**src/rtl/sorted_priority_queue_defines.svh**
```systemverilog
// Assertion helpers for the RTL file that checks its own logic.
`ifndef SORTED_PRIORITY_QUEUE_DEFINES_SVH
`define SORTED_PRIORITY_QUEUE_DEFINES_SVH

// Same-cycle implication, sampled on i_clk, off while reset is low
`define SPQ_ASSERT_NOW(label, ante, cons) \
    label: assert property (@(posedge i_clk) disable iff (!i_rst_n) (ante) |-> (cons)) \
        else $error("spq check failed");

// Next-cycle implication, sampled on i_clk, off while reset is low
`define SPQ_ASSERT_NEXT(label, ante, cons) \
    label: assert property (@(posedge i_clk) disable iff (!i_rst_n) (ante) |=> (cons)) \
        else $error("spq check failed");

`endif

```
**src/rtl/spq_pkg.sv**
```systemverilog
package spq_pkg;

    localparam int CAPACITY = 16;
    localparam int CNT_W    = $clog2(CAPACITY + 1);
    localparam int ID_W     = 16;
    localparam int PRIO_W   = 16;

    typedef enum logic {
        OP_PUSH  = 1'b0,
        OP_SERVE = 1'b1
    } t_opcode;

    typedef enum logic [1:0] {
        ST_PUSHED = 2'd0,
        ST_SERVED = 2'd1,
        ST_EMPTY  = 2'd2,
        ST_FULL   = 2'd3
    } t_status;

    typedef struct packed {
        logic [ID_W-1:0]          id;
        logic signed [PRIO_W-1:0] prio;
    } t_entry;

    // per-cell control from the top level; push and pop go to every cell
    typedef struct packed {
        logic push;   // accepted push, queue not full
        logic pop;    // accepted serve, queue not empty
        logic occ;    // cell holds a live entry
        logic head;   // cell is the head of the row
    } t_cell_ctl;

endpackage

```
**src/rtl/spq_in_if.sv**
```systemverilog
interface spq_in_if
    import spq_pkg::*;
();
    logic                     valid;
    logic                     ready;
    logic                     opcode;
    logic [ID_W-1:0]          entry_id;
    logic signed [PRIO_W-1:0] entry_priority;

    modport source (output valid, output opcode, output entry_id,
                    output entry_priority, input ready);
    modport sink   (input valid, input opcode, input entry_id,
                    input entry_priority, output ready);
endinterface

```
**src/rtl/spq_out_if.sv**
```systemverilog
interface spq_out_if
    import spq_pkg::*;
();
    logic            valid;
    logic            ready;
    logic [1:0]      status;
    logic [ID_W-1:0] served_id;

    modport source (output valid, output status, output served_id, input ready);
    modport sink   (input valid, input status, input served_id, output ready);
endinterface

```
**src/rtl/spq_cell.sv**
```systemverilog
module spq_cell
    import spq_pkg::*;
(
    input  logic      i_clk,
    input  t_cell_ctl i_ctl,
    input  t_entry    i_new,
    input  t_entry    i_prev,
    input  t_entry    i_next,
    input  logic      i_left_stay,
    output t_entry    o_entry,
    output logic      o_stay
);

    t_entry r_entry;
    t_entry n_entry;

    // a live entry holds its place on a push of lower priority; the head keeps it on a tie too
    always_comb begin
        if (i_ctl.head) begin
            o_stay = i_ctl.occ && ($signed(i_new.prio) <= $signed(r_entry.prio));
        end else begin
            o_stay = i_ctl.occ && ($signed(i_new.prio) < $signed(r_entry.prio));
        end
    end

    // keep, take the new word, shift from the left on push, from the right on pop
    always_comb begin
        n_entry = r_entry;
        if (i_ctl.pop) begin
            n_entry = i_next;
        end else if (i_ctl.push && !o_stay) begin
            if (i_left_stay) begin
                n_entry = i_new;
            end else begin
                n_entry = i_prev;
            end
        end
    end

    always_ff @(posedge i_clk) begin
        r_entry <= n_entry;
    end

    assign o_entry = r_entry;

endmodule

```
**src/rtl/sorted_priority_queue.sv**
```systemverilog
// Channel  Dir  Words carried
// i_in     in   opcode, entry_id, entry_priority
// o_out    out  status, served_id
//
// For each word every cell compares the new priority at once and
// keeps, loads or shifts its entry from a neighbor in the same edge.
// Result appears the cycle after accept, held in an output register.
// A new word is accepted while the output register is empty or being taken.
// Reset (i_rst_n low, synchronous) empties the queue and the output register.
`include "sorted_priority_queue_defines.svh"
module sorted_priority_queue
    import spq_pkg::*;
(
    input  logic     i_clk,
    input  logic     i_rst_n,
    spq_in_if.sink   i_in,
    spq_out_if.source o_out
);

    logic [CNT_W-1:0] r_count;
    logic [CNT_W-1:0] n_count;
    logic             r_out_valid;
    t_status          r_status;
    logic [ID_W-1:0]  r_served_id;

    logic      accept;
    logic      is_full;
    logic      is_empty;
    logic      push_ok;
    logic      pop_ok;
    t_entry    new_entry;
    t_entry    cell_q   [CAPACITY];
    logic      cell_stay[CAPACITY];
    t_cell_ctl cell_ctl [CAPACITY];

    assign i_in.ready = !r_out_valid || o_out.ready;
    assign accept     = i_in.valid && i_in.ready;
    assign is_full    = (r_count == CNT_W'(CAPACITY));
    assign is_empty   = (r_count == '0);
    assign push_ok    = accept && (i_in.opcode == OP_PUSH) && !is_full;
    assign pop_ok     = accept && (i_in.opcode == OP_SERVE) && !is_empty;
    assign new_entry  = '{id: i_in.entry_id, prio: i_in.entry_priority};

    // row of cells, head at index 0
    for (genvar k = 0; k < CAPACITY; k++) begin : g_cell
        t_entry prev_q;
        t_entry next_q;
        logic   left_stay;

        assign cell_ctl[k] = '{push: push_ok, pop: pop_ok,
                               occ: (CNT_W'(k) < r_count), head: (k == 0)};

        if (k == 0) begin : g_head
            assign prev_q    = new_entry;
            assign left_stay = 1'b1;
        end else begin : g_body
            assign prev_q    = cell_q[k-1];
            assign left_stay = cell_stay[k-1];
        end

        if (k == CAPACITY - 1) begin : g_tail
            assign next_q = '0;
        end else begin : g_inner
            assign next_q = cell_q[k+1];
        end

        spq_cell u_cell (
            .i_clk       (i_clk),
            .i_ctl       (cell_ctl[k]),
            .i_new       (new_entry),
            .i_prev      (prev_q),
            .i_next      (next_q),
            .i_left_stay (left_stay),
            .o_entry     (cell_q[k]),
            .o_stay      (cell_stay[k])
        );
    end

    // fill count
    always_comb begin
        n_count = r_count;
        if (push_ok) begin
            n_count = r_count + CNT_W'(1);
        end else if (pop_ok) begin
            n_count = r_count - CNT_W'(1);
        end
    end

    always_ff @(posedge i_clk) begin
        if (!i_rst_n) begin
            r_count <= '0;
        end else begin
            r_count <= n_count;
        end
    end

    // output register
    always_ff @(posedge i_clk) begin
        if (!i_rst_n) begin
            r_out_valid <= 1'b0;
        end else if (accept) begin
            r_out_valid <= 1'b1;
        end else if (o_out.ready) begin
            r_out_valid <= 1'b0;
        end
    end

    always_ff @(posedge i_clk) begin
        if (accept) begin
            r_served_id <= '0;
            if (i_in.opcode == OP_SERVE) begin
                if (is_empty) begin
                    r_status <= ST_EMPTY;
                end else begin
                    r_status    <= ST_SERVED;
                    r_served_id <= cell_q[0].id;
                end
            end else if (is_full) begin
                r_status <= ST_FULL;
            end else begin
                r_status <= ST_PUSHED;
            end
        end
    end

    assign o_out.valid     = r_out_valid;
    assign o_out.status    = r_status;
    assign o_out.served_id = r_served_id;

    // checks
    `SPQ_ASSERT_NOW(a_count_bound, 1'b1, r_count <= CNT_W'(CAPACITY))
    `SPQ_ASSERT_NEXT(a_push_grows, push_ok, r_count == $past(r_count) + CNT_W'(1))
    `SPQ_ASSERT_NEXT(a_empty_serve,
        accept && (i_in.opcode == OP_SERVE) && is_empty,
        (r_status == ST_EMPTY) && (r_count == '0))
    `SPQ_ASSERT_NOW(a_head_sorted, cell_ctl[1].occ,
        $signed(cell_q[0].prio) >= $signed(cell_q[1].prio))

endmodule
```
**src/flat_wrapper.sv**
```systemverilog
// flat-port wrapper written by rule: the top's interface ports become plain ports
module sorted_priority_queue_flat import spq_pkg::*;
  (i_clk, i_rst_n, i_in_valid, i_in_opcode, i_in_entry_id, i_in_entry_priority, i_in_ready, o_out_valid, o_out_status, o_out_served_id, o_out_ready);
  spq_in_if i_in_i ();
  spq_out_if o_out_i ();
  input  logic i_clk;
  input  logic i_rst_n;
  input wire logic [$bits(i_in_i.valid)-1:0] i_in_valid;
  input wire logic [$bits(i_in_i.opcode)-1:0] i_in_opcode;
  input wire logic [$bits(i_in_i.entry_id)-1:0] i_in_entry_id;
  input wire logic [$bits(i_in_i.entry_priority)-1:0] i_in_entry_priority;
  output wire logic [$bits(i_in_i.ready)-1:0] i_in_ready;
  output wire logic [$bits(o_out_i.valid)-1:0] o_out_valid;
  output wire logic [$bits(o_out_i.status)-1:0] o_out_status;
  output wire logic [$bits(o_out_i.served_id)-1:0] o_out_served_id;
  input wire logic [$bits(o_out_i.ready)-1:0] o_out_ready;
  assign i_in_i.valid = i_in_valid;
  assign i_in_i.opcode = i_in_opcode;
  assign i_in_i.entry_id = i_in_entry_id;
  assign i_in_i.entry_priority = i_in_entry_priority;
  assign i_in_ready = i_in_i.ready;
  assign o_out_valid = o_out_i.valid;
  assign o_out_status = o_out_i.status;
  assign o_out_served_id = o_out_i.served_id;
  assign o_out_i.ready = o_out_ready;
  sorted_priority_queue u_core (.i_clk(i_clk), .i_rst_n(i_rst_n), .i_in(i_in_i), .o_out(o_out_i));
endmodule
```
**config.mk**
```make
export PLATFORM = sky130hd
export DESIGN_NAME = sorted_priority_queue_flat
export DESIGN_NICKNAME = d
export VERILOG_FILES = /design/src/rtl/spq_pkg.sv /design/src/rtl/spq_in_if.sv /design/src/rtl/spq_out_if.sv /design/src/rtl/spq_cell.sv /design/src/rtl/sorted_priority_queue.sv /design/src/flat_wrapper.sv
export VERILOG_INCLUDE_DIRS = /design/src /design/src/rtl
export SDC_FILE = /design/constraint.sdc
export NUM_CORES = 1
export LEC_CHECK = 0
export BUFFER_PORTS_ARGS = -buffer_cell sky130_fd_sc_hd__buf_2
export CAP_MARGIN = 10
export CORE_MARGIN = 1.5
export CORE_UTILIZATION = 26
export DETAILED_ROUTE_END_ITERATION = 12
export GPL_ROUTABILITY_DRIVEN = 1
export PLACE_DENSITY = 0.47
export SYNTH_ARGS = -nofsm -noshare
export SYNTH_HDL_FRONTEND = slang
export SYNTH_SLANG_ARGS = --single-unit
```
**constraint.sdc**
```tcl
create_clock -name i_clk -period 11.65 [get_ports i_clk]
set_input_delay 1.165 -clock i_clk [delete_from_list [all_inputs] [get_ports i_clk]]
set_output_delay 1.165 -clock i_clk [all_outputs]
set_load 0.1 [all_outputs]
```
* Word-level counts from Yosys, hierarchy flattened
Cells that the tools add are included.
** Cells by class
- Add/subtract/negate cells :: 2
- Magnitude comparators :: 32
- Equality and inequality tests :: 1
- Muxes and demuxes :: 52
- Bitwise logic cells :: 1
- Reductions and logical operators :: 76
** Operators by type and width (count)
- 32-bit 2-to-1 mux :: 45
- 16-bit < comparator :: 15
- 4-bit by 5-bit < comparator with 1-bit output (first input constant) :: 8
- 1-bit logical AND :: 37
- 2-bit nonzero test :: 17
- 3-bit by 5-bit < comparator with 1-bit output (first input constant) :: 4
- 1-bit zero test :: 19
- 16-bit <= comparator :: 1
- 1-bit by 5-bit < comparator with 1-bit output (first input constant) :: 2
- 2-bit by 5-bit < comparator with 1-bit output (first input constant) :: 2
- 5-bit 2-to-1 mux :: 2
- 2-bit 2-to-1 mux :: 3
- 5-bit by 1-bit adder with 5-bit output (second input constant) :: 1
- 5-bit equality test (second input constant) :: 1
- 5-bit zero test :: 1
- 5-bit by 1-bit subtractor with 5-bit output (second input constant) :: 1
- 1-bit 2-to-1 mux :: 2
- 2-bit OR reduction :: 1
- 1-bit logical OR :: 1
- 1-bit inverter :: 1
** Word-level totals
- Flip-flop bits (word level) :: 536
- Bits of input ports :: 37
- Output and inout bits :: 20
- Logic and storage cells :: 200

* Longest topological paths before layout
- Word-level depth :: 8
- Mapped depth :: 13

* Hierarchy
From an unflattened synthesis, not the netlist that was laid out.
** Second synthesis, totals
- Cell total of the unflattened synthesis :: 3370
- Area total of the unflattened synthesis :: 34296.6 um^2
** By module, submodules not included
- spq_cell (u_core.g_cell[0].u_cell ...) :: instances 13, cells an instance 204, area each 2065.7 um^2, sequential area each 960.9 um^2
- spq_cell (u_core.g_cell[7].u_cell ...) :: instances 3, cells an instance 198, area each 2054.5 um^2, sequential area each 960.9 um^2
- sorted_priority_queue :: instances 1, cells an instance 124, area each 1278.7 um^2, sequential area each 660.6 um^2

* Worst setup path before layout
No wires, ideal clock.
- Path kind :: input-to-reg
- Start point :: input o_out_ready
- End point :: register u_core.g_cell[2].u_cell.r_entry, in the netlist u_core.g_cell[2].u_cell.o_entry[0], enable pin
- Setup time :: 421 ps
- Data arrival time :: 5190 ps
- Required time :: 11229 ps
- Slack :: 6039 ps
- Stages :: 11
- Buffers on the path :: 5
- Cells stage by stage :: nand2b_1 nand2_1 inv_1 and2_1 buf_2 buf_2 buf_2 buf_2 buf_2 nor2_1 nor2_1
** Between the ends
- Longest elaborated chain between the ends :: 6
** Ends and longest elaborated chain
- start, declared :: line flat_wrapper.sv:16 : input wire logic [$bits(o_out_i.ready)-1:0] o_out_ready;
- 1-bit logical OR * :: line sorted_priority_queue.sv:36 : assign i_in.ready = !r_out_valid || o_out.ready;
- 1-bit logical AND * :: line sorted_priority_queue.sv:37 : assign accept = i_in.valid && i_in.ready;
- net u_core.accept :: line sorted_priority_queue.sv:26 : logic accept;
- 1-bit logical AND (2 in a row) :: line sorted_priority_queue.sv:40 : assign push_ok = accept && (i_in.opcode == OP_PUSH) && !is_full;
- 1-bit logical AND :: line spq_cell.sv:31 : end else if (i_ctl.push && !o_stay) begin
- 2-bit nonzero test (no source line) *
- end signal, assigned :: line spq_cell.sv:41 : r_entry <= n_entry;
- end, declared :: line spq_cell.sv:14 : t_entry r_entry;
Mark *: on every way through the listed nets, which the timed path passes. The rest lies on a longest branch.
A chain may end at the register's enable or synchronous reset.

==> results.toml <==
[global_routing]
grt_pass1_vias = 24400
grt_start_max_net_pins = 245
overflow = 0
top_usage_layer = "met2"
grt_pass1_wl_mm = 142
grtUsageMet1_pct = 19.2
grt_use_total_pct = 14.1
use_met3_pct = 1.92
grt_use_met2_pct = 23.7
antenna_found_initial = 9

[timing]
slew_headroom_pct = 21.3
max_freq_mhz = 199
finalCritPeriodShare_pct = 43.2
slew_viol_final = 0
hold_viol_final = 0
setup_viol = 0
period_needed_ps = 5030
worstMarginPinSlew_ps = 1180
timing.hold.ws_ps = 524
rsz0062_at_grt = "no"
fin_skew_ps = 23.7
finalSetupTns_ps = 0

[power]
leakage_nw = 13.2
netSwitchingPower_mw = 1.67
p_sw_share_pct = 29.9
seqPwrFrac_pct = 45.7
p_per_area_nw_per_um2 = 153
power_frac_comb_pct = 18.8
vdd_ir_drop_max_mv = 0.0907
p_int_mw = 3.92
power_frac_clock_pct = 35.5

[clock_tree]
cts_buffer_depth = 3
cts-root-buf = "clkbuf_16"
cts_buffers = 66
cts_resized = 0
hold_buffers = 0
cts_tree = "done"
clock_latency_ps = 630
path_clk_slew_ps = 60
cts_htree_levels = 3
clkSinkCount = 536
post_cts_buffers = 0

[cells_and_area]
most-common-layout-cells = "498 x edfxtp_1, 387 x nand2_1, 323 x mux2i_1"
fin_util_pct = 29.4
syn_to_final_growth_pct = 12.1
nFillCells = 13000
mostFrequentLayoutCell = "edfxtp_1"
layout.nets = 3373
layout-drive-gt1-share_pct = 8.32
seq_area_sq_um = 15700
multi_input_area_sq_um = 15000

[hold_path]
min_to = "u_core.g_cell[14].u_cell.o_entry[31]$_DFFE_PP_"
hp-start = "u_core.g_cell[15].u_cell.o_entry[31]$_SDFFE_PP0P_"
min_path_cells = 2
hold_path_class = "reg -> reg"

[synthesis]
syn_area_sq_um = 32600
synthDistinctLibCells = 68
synth.top_cell.area_share_pct = 45.9
synthArstFlopShare_pct = 0
avgSynthCellArea_sq_um = 10.4
synth_warnings = 0
netlist_instances = 3131
ys_seq_elements = 536
synth-main-ff-cell = "edfxtp_1"
synth_edf_count = 498
synth.yosys.seq_area_share_pct = 48.2
synth.area.top_cells = "edfxtp_1 46%, mux2i_1 10%, ha_1 9.4%"
synth_top_area_cell = "edfxtp_1"
synth_nets = 3412

[run_status]
outcome = "finished, final reports clean"

[worst_setup_path]
r2r_setup_slack_ps = 6680
cpPeakStageDelay_ps = 750
cp_slowest_cell = "buf_12"
crit_path_start_kind = "input port"
critical_path_class = "in -> reg"
critPathCaptureType = "register"
arrival_ps = 5340
reg2reg_depth = 10
critPathRequiredTime_ps = 11960
crit_chain = "buf_2 -> nand2b_1 -> nand2_1 -> inv_1 -> buf_4 -> and2_4 -> buf_4 -> buf_12 -> buf_12 -> o21ai_0"
timing.rr.end = "u_core.g_cell[9].u_cell.o_entry[24]$_DFFE_PP_"
worstPathMaxFanout = 244
r2r_start = "u_core.r_count[1]$_SDFFE_PN0P_"

[detailed_routing]
drc = 0
drt_iter0_drc = 1585
vias = 23500
routed_via_density = 4.92
wl_per_cell_um = 19.0
firstDrtPassIters = 7
final_antenna_net_count = 0
routed_wl_mm = 90.5

[floorplanning]
die_area_sq_um = 128000
rows = 129
start_util_pct = 26.3
core_sq_um = 124000
die_h_um = 357
die_w_um = 357
io-pin-count = 57

[place]
port_buffers = 56
hpwl_mm = 63.1
gp_congestion = 0.784

[flow_run]
drv_cap = 0
[synth_stat cells (all sizes together) (5+ instances only)]
| cell type | number |
|---|---|
| ha | 244 |
| dfxtp | 38 |
| buf | 111 |
| nor3 | 14 |
| edfxtp | 498 |
| clkbuf | 104 |
| nor2 | 100 |
| o221a | 32 |
| a21oi | 186 |
| mux2i | 329 |
| o221ai | 45 |
| o211ai | 56 |
| nor2b | 8 |
| o21ai | 314 |
| nand4 | 28 |
| a2111oi | 18 |
| or3 | 8 |
| and4 | 11 |
| inv | 269 |
| a211oi | 8 |
| and3 | 6 |
| a31oi | 7 |
| nand2 | 388 |
| a222oi | 31 |
| a311oi | 5 |
| a21o | 31 |
| nand3 | 111 |
| nand2b | 49 |
| and2 | 22 |
[critical path: cells and delay by family]
kind / cells / cell delay [ps]
buffers and inverters: 6 / 2620
and+or+nand+nor: 3 / 1070
AOI/OAI and AO/OA: 1 / 230
[layer usage]
metal | vias up | wire length, um | share of wire (%)
met5 | - | 56 | 0.062
met4 | 10 | 1370 | 1.5
met3 | 112 | 2580 | 2.8
met2 | 289 | 43200 | 48
met1 | 11600 | 43300 | 48
li1 | 11500 | - | -
[worst max-delay path by stage]
| stage | start | cells past startpoint | slack [ps] | to |
|---|---|---|---|---|
| after floorplan | o_out_ready | 11 | 6040 | u_core.g_cell[2].u_cell.o_entry[0]$_DFFE_PP_ |
| after global placement | o_out_ready | 11 | 5980 | u_core.g_cell[6].u_cell.o_entry[26]$_DFFE_PP_ |
| after detailed placement | o_out_ready | 10 | 5920 | u_core.g_cell[14].u_cell.o_entry[17]$_DFFE_PP_ |
| after CTS | o_out_ready | 10 | 6580 | u_core.g_cell[14].u_cell.o_entry[17]$_DFFE_PP_ |
| after global routing | u_core.r_count[1]$_SDFFE_PN0P_ | 10 | 6210 | u_core.g_cell[9].u_cell.o_entry[24]$_DFFE_PP_ |
| final | o_out_ready | 10 | 6620 | u_core.g_cell[9].u_cell.o_entry[24]$_DFFE_PP_ |
[power by group through the flow]
stage	logic, mW	registers, mW	clock network (mW)
after floorplan	0.736	2.58	0
after global placement	1.03	2.60	0
after detailed placement	1.06	2.59	0
after CTS	1.06	2.56	2.04
after global routing	1.20	2.58	2.11
final	1.05	2.55	1.98
[layout make-up]
type	count	area share, %
Antenna cell	1	0.00685
Clock buffer	88	4.94
Clock inverter	26	0.517
Inverter	269	2.76
Multi-Input combinational cell	2111	41.2
Sequential cell	536	43.0
Tap cell	1637	5.61
Timing Repair Buffer	108	2.00
[logic make-up after synthesis]
group	Yosys count	share of synthesized area (%)
flip-flops	536	48.2
adder cells (fa/ha/maj)	244	9.36
multiplexers	330	10.2
AO/OA/AOI/OAI	768	15.1
buffers and inverters	484	6.43
AND/OR/NAND/NOR	765	10.7
XOR/XNOR	4	0.107
[state kept, by name, summed over array words and instances, names as in the netlist]
name,flops
u_core.r_count,5
u_core.o_out.valid,1
u_core.o_out.served_id,16
u_core.g_cell.u_cell.o_entry,512
u_core.o_out.status,2
[per-stage QoR]
stage	instances	area, sq um	setup slack, ps	power (mW)
global placement	4657	34500	5980	3.63
global route	4775	36500	6210	5.89
floorplan	3131	32600	6040	3.31
detailed placement	4658	34500	5920	3.65
finish	4776	36500	6620	5.59
CTS	4772	36500	6580	5.65
Note: power is estimated with default switching activity, not from simulation.
